--- src/rtl/bssc_pkg.sv ---
// Shared constants, codes, handshake structs and the gate table for the commutation controller.
package bssc_pkg;

   localparam int SpeedWidth  = 10;
   localparam int PeriodWidth = 14;
   localparam int PhaseWidth  = 3;
   localparam int ModeWidth   = 3;
   localparam int CmdWidth    = 3;
   localparam int GateWidth   = 6;
   localparam int DivSteps    = 14;
   localparam int ReqDataWidth = 16;
   localparam int RspDataWidth = 40;

   localparam logic [SpeedWidth-1:0]  MAX_SPEED  = 10'd1000;
   localparam logic [PeriodWidth-1:0] PERIOD_NUM = 14'd10000;
   localparam logic [PhaseWidth-1:0]  LAST_PHASE = 3'd5;

   // control mode codes, as seen on mode_out
   localparam logic [ModeWidth-1:0] MODE_INIT      = 3'd0;
   localparam logic [ModeWidth-1:0] MODE_READY     = 3'd1;
   localparam logic [ModeWidth-1:0] MODE_ROTATING  = 3'd2;
   localparam logic [ModeWidth-1:0] MODE_STOPPED   = 3'd3;
   localparam logic [ModeWidth-1:0] MODE_REVERSING = 3'd4;

   // operator commands
   localparam logic [CmdWidth-1:0] CMD_NONE  = 3'd0;
   localparam logic [CmdWidth-1:0] CMD_START = 3'd1;
   localparam logic [CmdWidth-1:0] CMD_STOP  = 3'd2;
   localparam logic [CmdWidth-1:0] CMD_SPEED = 3'd3;
   localparam logic [CmdWidth-1:0] CMD_DIR   = 3'd4;

   typedef struct packed {
      logic accept;
      logic load_out;
   } ctrl_cmd_type;

   typedef struct packed {
      logic need_div;
      logic div_done;
   } dp_status_type;

   function automatic logic [GateWidth-1:0] gate_bits(input logic [PhaseWidth-1:0] phase);
      logic [GateWidth-1:0] bits;
      case (phase)
         3'd0:    bits = 6'b100001;
         3'd1:    bits = 6'b000011;
         3'd2:    bits = 6'b000110;
         3'd3:    bits = 6'b001100;
         3'd4:    bits = 6'b011000;
         3'd5:    bits = 6'b110000;
         default: bits = '0;
      endcase
      return bits;
   endfunction

endpackage

--- src/rtl/bldc_six_step_commutation_control.sv ---
// Six-step commutation controller: a millisecond tick or a plain control step goes from
// acceptance through the finish state to the result word; a control step that reloads the step
// period also waits in the divide state for the bit-serial divider. One word is in work at a time;
// a finished result may wait in the output register while the next word is taken. Reset is
// synchronous and clears all motor state.
module bldc_six_step_commutation_control
   import bssc_pkg::*;
(
   input  logic                    clock,
   input  logic                    reset,
   input  logic                    req_tvalid,
   output logic                    req_tready,
   input  logic [ReqDataWidth-1:0] req_tdata,  // fault_in, cmd[2:0], speed_value[9:0], direction_value
   input  logic                    req_tuser,  // func: 0 control step, 1 millisecond tick
   output logic                    rsp_tvalid,
   input  logic                    rsp_tready,
   output logic [RspDataWidth-1:0] rsp_tdata   // gate_pattern[5:0], phase_out[2:0], speed_out[9:0],
                                               // direction_out, running_out, fault_out,
                                               // mode_out[2:0], period_out[13:0]
);

   ctrl_cmd_type  cmd;
   dp_status_type status;

   bssc_ctrl u_ctrl (
      .clock      (clock),
      .reset      (reset),
      .req_tvalid (req_tvalid),
      .req_tready (req_tready),
      .rsp_tvalid (rsp_tvalid),
      .rsp_tready (rsp_tready),
      .status     (status),
      .cmd        (cmd)
   );

   bssc_datapath u_datapath (
      .clock    (clock),
      .reset    (reset),
      .cmd      (cmd),
      .status   (status),
      .req_func (req_tuser),
      .req_data (req_tdata),
      .rsp_data (rsp_tdata)
   );

endmodule

--- src/rtl/bssc_div.sv ---
// Iterative restoring divider: step period = 10000 / speed, one quotient bit per cycle.
module bssc_div
   import bssc_pkg::*;
(
   input  logic                   clock,
   input  logic                   reset,
   input  logic                   start,
   input  logic [SpeedWidth-1:0]  divisor,
   output logic                   done,
   output logic [PeriodWidth-1:0] quotient
);

   logic                   busy_ff, busy_in;
   logic                   done_ff, done_in;
   logic [3:0]             cnt_ff, cnt_in;
   logic [SpeedWidth-1:0]  rem_ff, rem_in;
   logic [SpeedWidth-1:0]  dvs_ff, dvs_in;
   logic [PeriodWidth-1:0] quo_ff, quo_in;
   logic [SpeedWidth:0]    trial;
   logic                   fits;

   // remainder stays below the divisor, so it fits in the divisor width
   assign trial = {rem_ff, PERIOD_NUM[cnt_ff]};
   assign fits  = trial >= {1'b0, dvs_ff};

   always_comb begin
      busy_in = busy_ff;
      done_in = 1'b0;
      cnt_in  = cnt_ff;
      rem_in  = rem_ff;
      dvs_in  = dvs_ff;
      quo_in  = quo_ff;
      if (start) begin
         busy_in = 1'b1;
         cnt_in  = 4'(DivSteps - 1);
         rem_in  = '0;
         quo_in  = '0;
         dvs_in  = (divisor == '0) ? SpeedWidth'(1) : divisor;
      end else if (busy_ff) begin
         rem_in = fits ? SpeedWidth'(trial - {1'b0, dvs_ff}) : trial[SpeedWidth-1:0];
         quo_in = {quo_ff[PeriodWidth-2:0], fits};
         cnt_in = cnt_ff - 4'd1;
         if (cnt_ff == '0) begin
            busy_in = 1'b0;
            done_in = 1'b1;
         end
      end
   end

   always_ff @(posedge clock) begin
      if (reset) begin
         busy_ff <= 1'b0;
         done_ff <= 1'b0;
         cnt_ff  <= '0;
      end else begin
         busy_ff <= busy_in;
         done_ff <= done_in;
         cnt_ff  <= cnt_in;
      end
      rem_ff <= rem_in;
      dvs_ff <= dvs_in;
      quo_ff <= quo_in;
   end

   assign done     = done_ff;
   assign quotient = quo_ff;

   a_done_after_busy: assert property (@(posedge clock) disable iff (reset)
      done_ff |-> $past(busy_ff))
      else $error("divider done without a running division");

   a_no_restart: assert property (@(posedge clock) disable iff (reset)
      busy_ff |-> !start)
      else $error("divider started while busy");

endmodule

--- src/rtl/bssc_datapath.sv ---
// Motor state registers, command and state-machine update, tick handling and result word.
module bssc_datapath
   import bssc_pkg::*;
(
   input  logic                    clock,
   input  logic                    reset,
   input  ctrl_cmd_type            cmd,
   output dp_status_type           status,
   input  logic                    req_func,
   input  logic [ReqDataWidth-1:0] req_data,
   output logic [RspDataWidth-1:0] rsp_data
);

   logic [ModeWidth-1:0]   mode_ff, mode_in;
   logic [PhaseWidth-1:0]  phase_ff, phase_in;
   logic                   cur_dir_ff, cur_dir_in;
   logic                   want_dir_ff, want_dir_in;
   logic [SpeedWidth-1:0]  cur_speed_ff, cur_speed_in;
   logic [SpeedWidth-1:0]  want_speed_ff, want_speed_in;
   logic                   started_ff, started_in;
   logic                   fault_ff, fault_in;
   logic [PeriodWidth-1:0] period_ff, period_in;
   logic [PeriodWidth-1:0] countdown_ff, countdown_in;
   logic [SpeedWidth-1:0]  saved_speed_ff, saved_speed_in;
   logic                   rev_ff, rev_in;
   logic [RspDataWidth-1:0] rsp_data_ff, rsp_data_in;

   logic                  f_fault;
   logic [CmdWidth-1:0]   f_cmd;
   logic [SpeedWidth-1:0] f_speed;
   logic                  f_dir;
   logic [SpeedWidth-1:0] spd;

   // control-step results
   logic [ModeWidth-1:0]  c_mode;
   logic [PhaseWidth-1:0] c_phase;
   logic                  c_cur_dir, c_want_dir, c_started, c_fault, c_rev, c_need_div;
   logic [SpeedWidth-1:0] c_cur_speed, c_want_speed, c_saved;

   logic                  div_done;
   logic [PeriodWidth-1:0] quotient;

   assign f_fault = req_data[0];
   assign f_cmd   = req_data[3:1];
   assign f_speed = req_data[13:4];
   assign f_dir   = req_data[14];
   assign spd     = (f_speed > MAX_SPEED) ? MAX_SPEED : f_speed;

   always_comb begin
      c_mode       = mode_ff;
      c_phase      = phase_ff;
      c_cur_dir    = cur_dir_ff;
      c_want_dir   = want_dir_ff;
      c_cur_speed  = cur_speed_ff;
      c_want_speed = want_speed_ff;
      c_started    = started_ff;
      c_fault      = fault_ff;
      c_saved      = saved_speed_ff;
      c_rev        = rev_ff;
      c_need_div   = 1'b0;

      if (f_fault) begin
         c_fault = 1'b1;
         c_mode  = MODE_STOPPED;
      end

      case (f_cmd)
         CMD_START: begin
            if (c_want_speed == '0) c_want_speed = spd;
            if (c_want_speed != '0) c_started = 1'b1;
         end
         CMD_STOP: begin
            c_started = 1'b0;
            c_fault   = 1'b0;
         end
         CMD_SPEED: c_want_speed = spd;
         CMD_DIR:   c_want_dir = f_dir;
         default: ;
      endcase

      case (c_mode)
         MODE_INIT: begin
            c_phase      = '0;
            c_cur_dir    = 1'b0;
            c_cur_speed  = '0;
            c_want_dir   = 1'b0;
            c_want_speed = '0;
            c_started    = 1'b0;
            c_fault      = 1'b0;
            c_mode       = MODE_READY;
         end
         MODE_READY: begin
            if (c_want_dir != c_cur_dir) begin
               if (!c_rev) begin
                  c_saved = c_want_speed;
                  c_rev   = 1'b1;
               end
               c_mode = MODE_REVERSING;
            end else if (c_want_speed != '0 && c_started && !c_fault) begin
               // period reload goes through the divider
               c_need_div = 1'b1;
               c_mode     = MODE_ROTATING;
            end else begin
               c_cur_speed = '0;
            end
         end
         MODE_ROTATING: begin
            if (!c_started || c_fault) c_cur_speed = '0;
            // after a ramp step the mode is ready, unless the direction check below selects reversing
            if (c_cur_speed < c_want_speed) begin
               c_cur_speed = c_cur_speed + SpeedWidth'(1);
               c_mode      = MODE_READY;
            end else if (c_cur_speed > c_want_speed) begin
               c_cur_speed = c_cur_speed - SpeedWidth'(1);
               c_mode      = MODE_READY;
            end
            if (c_want_dir != c_cur_dir) begin
               if (!c_rev) begin
                  c_saved = c_want_speed;
                  c_rev   = 1'b1;
               end
               c_mode = MODE_REVERSING;
            end
         end
         MODE_STOPPED: begin
            c_started    = 1'b0;
            c_want_speed = '0;
            c_cur_speed  = '0;
            c_mode       = MODE_READY;
         end
         MODE_REVERSING: begin
            if (c_cur_speed != '0) begin
               c_want_speed = '0;
            end else begin
               c_cur_dir    = c_want_dir;
               c_want_speed = c_saved;
               c_phase      = '0;
               c_started    = 1'b1;
               c_rev        = 1'b0;
            end
            c_mode = MODE_ROTATING;
         end
         default: ;
      endcase
   end

   always_comb begin
      mode_in        = mode_ff;
      phase_in       = phase_ff;
      cur_dir_in     = cur_dir_ff;
      want_dir_in    = want_dir_ff;
      cur_speed_in   = cur_speed_ff;
      want_speed_in  = want_speed_ff;
      started_in     = started_ff;
      fault_in       = fault_ff;
      period_in      = period_ff;
      countdown_in   = countdown_ff;
      saved_speed_in = saved_speed_ff;
      rev_in         = rev_ff;

      if (cmd.accept && req_func) begin
         if (countdown_ff != '0) begin
            countdown_in = countdown_ff - PeriodWidth'(1);
         end else begin
            if (cur_dir_ff)
               phase_in = (phase_ff >= LAST_PHASE) ? '0 : phase_ff + PhaseWidth'(1);
            else
               phase_in = (phase_ff == '0 || phase_ff > LAST_PHASE) ? LAST_PHASE
                          : phase_ff - PhaseWidth'(1);
            countdown_in = period_ff;
         end
      end else if (cmd.accept) begin
         mode_in        = c_mode;
         phase_in       = c_phase;
         cur_dir_in     = c_cur_dir;
         want_dir_in    = c_want_dir;
         cur_speed_in   = c_cur_speed;
         want_speed_in  = c_want_speed;
         started_in     = c_started;
         fault_in       = c_fault;
         saved_speed_in = c_saved;
         rev_in         = c_rev;
      end

      if (div_done) begin
         period_in    = quotient;
         countdown_in = quotient;
      end
   end

   bssc_div u_div (
      .clock    (clock),
      .reset    (reset),
      .start    (cmd.accept && !req_func && c_need_div),
      .divisor  (c_cur_speed),
      .done     (div_done),
      .quotient (quotient)
   );

   assign status.need_div = !req_func && c_need_div;
   assign status.div_done = div_done;

   // result word, highest field first
   always_comb begin
      rsp_data_in = rsp_data_ff;
      if (cmd.load_out)
         rsp_data_in = {1'b0, period_ff, mode_ff, fault_ff, started_ff, cur_dir_ff,
                        cur_speed_ff, phase_ff,
                        (cur_speed_ff == '0) ? GateWidth'(0) : gate_bits(phase_ff)};
   end

   always_ff @(posedge clock) begin
      if (reset) begin
         mode_ff        <= MODE_INIT;
         phase_ff       <= '0;
         cur_dir_ff     <= 1'b0;
         want_dir_ff    <= 1'b0;
         cur_speed_ff   <= '0;
         want_speed_ff  <= '0;
         started_ff     <= 1'b0;
         fault_ff       <= 1'b0;
         period_ff      <= '0;
         countdown_ff   <= '0;
         saved_speed_ff <= '0;
         rev_ff         <= 1'b0;
      end else begin
         mode_ff        <= mode_in;
         phase_ff       <= phase_in;
         cur_dir_ff     <= cur_dir_in;
         want_dir_ff    <= want_dir_in;
         cur_speed_ff   <= cur_speed_in;
         want_speed_ff  <= want_speed_in;
         started_ff     <= started_in;
         fault_ff       <= fault_in;
         period_ff      <= period_in;
         countdown_ff   <= countdown_in;
         saved_speed_ff <= saved_speed_in;
         rev_ff         <= rev_in;
      end
      rsp_data_ff <= rsp_data_in;
   end

   assign rsp_data = rsp_data_ff;

   a_phase_range: assert property (@(posedge clock) disable iff (reset)
      phase_ff <= LAST_PHASE)
      else $error("commutation phase out of range");

   a_speed_limit: assert property (@(posedge clock) disable iff (reset)
      cur_speed_ff <= MAX_SPEED && want_speed_ff <= MAX_SPEED)
      else $error("speed above limit");

endmodule

--- src/rtl/bssc_ctrl.sv ---
// Sequencer: accepts a word, waits for the divider when needed, hands the result to the output register.
module bssc_ctrl
   import bssc_pkg::*;
(
   input  logic          clock,
   input  logic          reset,
   input  logic          req_tvalid,
   output logic          req_tready,
   output logic          rsp_tvalid,
   input  logic          rsp_tready,
   input  dp_status_type status,
   output ctrl_cmd_type  cmd
);

   typedef enum logic [2:0] {
      ST_IDLE   = 3'b001,
      ST_DIV    = 3'b010,
      ST_FINISH = 3'b100
   } ctrl_state_type;

   ctrl_state_type state_ff, state_in;
   logic           rsp_valid_ff, rsp_valid_in;
   logic           out_free;

   assign out_free     = !rsp_valid_ff || rsp_tready;
   assign req_tready   = (state_ff == ST_IDLE);
   assign cmd.accept   = (state_ff == ST_IDLE) && req_tvalid;
   assign cmd.load_out = (state_ff == ST_FINISH) && out_free;

   always_comb begin
      state_in = state_ff;
      case (state_ff)
         ST_IDLE:   if (req_tvalid) state_in = status.need_div ? ST_DIV : ST_FINISH;
         ST_DIV:    if (status.div_done) state_in = ST_FINISH;
         ST_FINISH: if (out_free) state_in = ST_IDLE;
         default:   state_in = ST_IDLE;
      endcase
   end

   always_comb begin
      rsp_valid_in = rsp_valid_ff;
      if (cmd.load_out)
         rsp_valid_in = 1'b1;
      else if (rsp_tready)
         rsp_valid_in = 1'b0;
   end

   always_ff @(posedge clock) begin
      if (reset) begin
         state_ff     <= ST_IDLE;
         rsp_valid_ff <= 1'b0;
      end else begin
         state_ff     <= state_in;
         rsp_valid_ff <= rsp_valid_in;
      end
   end

   assign rsp_tvalid = rsp_valid_ff;

   a_div_done_in_div: assert property (@(posedge clock) disable iff (reset)
      status.div_done |-> state_ff == ST_DIV)
      else $error("divider finished outside the divide state");

   a_div_follows: assert property (@(posedge clock) disable iff (reset)
      cmd.accept && status.need_div |=> state_ff == ST_DIV)
      else $error("period reload skipped the divider");

   a_load_when_free: assert property (@(posedge clock) disable iff (reset)
      cmd.load_out |=> rsp_valid_ff)
      else $error("result word not presented after load");

endmodule
--- config.mk ---
export PLATFORM = sky130hd
export DESIGN_NAME = bldc_six_step_commutation_control
export DESIGN_NICKNAME = d
export VERILOG_FILES = /design/src/rtl/bssc_pkg.sv /design/src/rtl/bldc_six_step_commutation_control.sv /design/src/rtl/bssc_div.sv /design/src/rtl/bssc_datapath.sv /design/src/rtl/bssc_ctrl.sv
export SDC_FILE = /design/constraint.sdc
export NUM_CORES = 1
export LEC_CHECK = 0
export ABC_AREA = 1
export BUFFER_PORTS_ARGS = -buffer_cell sky130_fd_sc_hd__buf_2
export CORE_MARGIN = 2
export CORE_UTILIZATION = 50
export DETAILED_ROUTE_END_ITERATION = 10
export PLACE_DENSITY_LB_ADDON = 0.1
export SYNTH_ARGS = -nofsm -noshare
export SYNTH_HDL_FRONTEND = slang
export SYNTH_SLANG_ARGS = --single-unit
--- constraint.sdc ---
create_clock -name clock -period 3.55 [get_ports clock]
set_input_delay 0.71 -clock clock [delete_from_list [all_inputs] [get_ports clock]]
set_output_delay 0.71 -clock clock [all_outputs]
set_load 0.02 [all_outputs]
==> flow_summary_export.csv <==
group,metric,value,unit
place,hpwl,15100,µm
power_and_ir_drop,power.density,482,nW/µm²
cells_and_area,syn2layout_area_growth,26.0,%
cts,clk_latency,0.43,ns
critical_path,startpoint_type,"primary input",
timing,tightest_slew,0.773,ns
critical_path,critical_path_class,"in2reg",
timing,post-route-period-util,97.9,%
die,io_pins,63,
timing,rsz0062_at_grt,"yes",
timing,hold_violations,0,
die,die_area,17600,µm²
logic_synthesis,syn-instance-count,1071,
power_and_ir_drop,p_switching,1.61,mW
logic_synthesis,yosysSeqAreaShare,42.6,%
route,wl_per_cell,14.2,µm
cts,clk_pin_slew,0.06,ns
critical_path,cp.required,3.73,ns
die,die_height,133,µm
logic_synthesis,yosys_warnings,0,
cells_and_area,final_nets,1288,
cts,cts.root.buffer_cell,"clkbuf_16",
timing,drv_slew,0,
cts,cts_sinks,152,
critical_path,critPathArrivalTime,3.65,ns
timing,skew,0.0115,ns
route,wl,20900,µm
cts,numCtsBuffers,17,
timing,fmax,288,MHz
cells_and_area,fin_util,63.7,%
global_route,grt_usage,24.3,%
global_route,antenna_found_initial,0,
cts,cts_tree,"done",
timing,fin_crit,3.48,ns
critical_path,cp_slowest_cell,"ha_4",
critical_path,max_stage_delay,0.27,ns
route,dr.pass1.iters,6,
status,status,"finished, final reports clean",
power_and_ir_drop,internal_power,3.43,mW
route,drc,0,
global_route,grt_overflow,0,
timing,setup_viol,0,
power_and_ir_drop,p_leak,4.82,nW
cells_and_area,drive_above_1_share,24.7,%
hold_path,worstHoldPathType,"reg2reg",
die,die_w,133,µm
logic_synthesis,syn_area,8300,µm²
global_route,grt_pass1_vias,7054,
timing,maxSlewHeadroom,48.5,%
logic_synthesis,synth_nets,1125,
critical_path,worstPathMaxFanout,8,
route,via_count,7666,
logic_synthesis,ys_ff_latch,152,
route,drtAntennaViolNets,0,
die,rows,47,
global_route,grt_max_degree,66,
global_route,grt_pass1_wl,34500,µm
power_and_ir_drop,pwr-share-seq,39.2,%
flow_run,max_cap_violations,0,
power_and_ir_drop,power_frac_clock,35.8,%
route,viasPerCell,5.23,
die,core,16400,µm²
place,place_congestion,0.935,
critical_path,cp-end-kind,"flop",
power_and_ir_drop,swShare,31.9,%
cts,cts_buffer_depth,2,
power_and_ir_drop,power.total,5.04,mW
cells_and_area,diodes,0,
logic_synthesis,synth_cell_types,56,
power_and_ir_drop,p_comb_share,25.0,%
route,dr.first_iter.drc_count,488,
place,port_buffers,60,
logic_synthesis,synth_area_per_cell,7.75,µm²
critical_path,cpMostUsedCell,"nand2_1",
cts,cts.htree.levels,4,
cells_and_area,final.fill_count,1421,
die,start_util,50.6,%
power_and_ir_drop,ir_drop,430,µV
power groups by stage:
stage          sequential, mW  clock, mW  combinational [mW]
3_3_place_gp             2.01          0                1.16
6_report                 1.98       1.80                1.26
4_1_cts                  1.97       1.83                1.19
5_1_grt                  1.99       1.91                1.41
3_5_place_dp             2.01          0                1.17
2_1_floorplan            2.00          0               0.853
per-stage QoR:
stage	TNS (ns)	setup WS, ns	hold slack [ns]	instances	area (µm²)
5_1_grt	-0.938	-0.185	0.480	1467	10500
6_report	0	0.0747	0.465	1467	10500
2_1_floorplan	-0.0386	-0.0386	0.409	1071	8340
4_1_cts	0	0.0122	0.465	1459	10200
3_3_place_gp	-5.33	-0.328	0.442	1426	9580
3_5_place_dp	-5.90	-0.365	0.445	1426	9580
state kept, by name (all words and copies together) (netlist names), 3 cells and up:
register and flops:
u_datapath.want_speed_ff 10, u_datapath.u_div.quotient 14, u_datapath.cur_speed_ff 10, u_datapath.rsp_data 39, u_datapath.u_div.cnt_ff 4, u_datapath.countdown_ff 14
u_datapath.saved_speed_ff 10, u_datapath.phase_ff 3, u_datapath.mode_ff 3, u_datapath.u_div.dvs_ff 10, u_ctrl.state_ff 3, u_datapath.period_ff 14
u_datapath.u_div.rem_ff 10
placed cells by master (no fill, tap or decap), types with 10 or more instances in the layout:
cell / instances
nand2_2: 14
buf_2: 60
o21ai_0: 42
nor3_1: 20
inv_2: 11
clkbuf_16: 19
a22oi_1: 12
nand2_1: 190
nand3_2: 17
a31oi_1: 24
buf_4: 111
dfxtp_1: 97
o22ai_1: 13
a21oi_1: 65
nand3_1: 60
nor2_1: 90
nor2_4: 13
nor2_2: 13
edfxtp_1: 49
xor2_1: 10
o211ai_1: 16
ha_1: 30
inv_1: 159
kinds of logic after synthesis:
kind of cell	after synthesis	synth area share [%]
adders and majority gates	33	5.06
DFF	152	42.6
other	1	0.0452
AOI/OAI and AO/OA	220	16.0
buffers and inverters	202	9.36
xor gates and xnor gates	13	1.37
and+or+nand+nor	447	25.2
muxes	3	0.377
Yosys cell counts, drive strengths merged:
master | instances | area share, %
a2111oi | 1 | 0.11
a211oi | 8 | 0.72
a21oi | 68 | 4.2
a221oi | 4 | 0.42
a22oi | 12 | 1.1
a311oi | 1 | 0.11
a31oi | 24 | 1.8
a32oi | 1 | 0.11
buf | 6 | 0.50
clkbuf | 25 | 1.1
conb | 1 | 0.045
dfxtp | 103 | 25
edfxtp | 49 | 18
fa | 1 | 0.24
ha | 32 | 4.8
inv | 171 | 7.7
mux2 | 1 | 0.14
mux2i | 2 | 0.24
nand2 | 207 | 9.8
nand3 | 84 | 5.9
nand3b | 4 | 0.36
nand4 | 8 | 0.86
nor2 | 117 | 6.4
nor3 | 21 | 1.3
nor4 | 5 | 0.45
o2111ai | 1 | 0.11
o211ai | 16 | 1.4
o21a | 2 | 0.18
o21ai | 55 | 3.4
o21bai | 7 | 0.63
o221ai | 3 | 0.32
o22ai | 13 | 0.98
o311ai | 2 | 0.21
o31ai | 1 | 0.090
o32ai | 1 | 0.11
or2 | 1 | 0.075
xnor2 | 3 | 0.32
xor2 | 10 | 1.1
repair_timing:
action | in CTS | in global routing
setup endpoints to repair | 1 | 31
pin swaps | 1 | 28
hold buffers | 0 | 0
cloned | 0 | 1
setup buffers | 1 | 7
gates resized for setup | 1 | 60
hold endpoints to repair | 0 | 0
routing by layer:
layer  up-vias  global-route usage [%]  part of all wire [%]
li1       3927                       -                     -
met1      3508                    33.3                    47
met2       209                    39.6                    46
met3        22                    4.10                   5.6
met4         0                    6.93                   1.3
met5         -                       0                     0
critical path, delay by kind of cell:
kind	cells	cell delay, ns
AND/OR/NAND/NOR	25	2.07
buffers and inverters	6	0.58
adder cells (fa/ha/maj)	1	0.27
final cells by class:
cell class | instances | area, µm² | share of cell area [%]
clock buffer | 22 | 487 | 4.65
timing repair buffer | 174 | 1170 | 11.2
clock inverter | 10 | 103 | 0.981
inverter | 171 | 644 | 6.16
tap | 220 | 275 | 2.63
multi-input combinational | 718 | 4240 | 40.5
sequential | 152 | 3540 | 33.9
worst paths after layout:
kind                                 startpoint                            end  slack (ns)  cells after the start
setup reg to reg    u_datapath.want_speed_ff[3]     u_datapath.u_div.dvs_ff[0]        0.08                     30
hold / removal    u_datapath.u_div.quotient[13]  u_datapath.u_div.quotient[13]        0.46                      2
hold reg to reg   u_datapath.u_div.quotient[13]  u_datapath.u_div.quotient[13]        0.46                      2
setup / recovery                   req_tdata[9]     u_datapath.u_div.dvs_ff[0]        0.07                     32
Power figures use the tool's default switching activity.
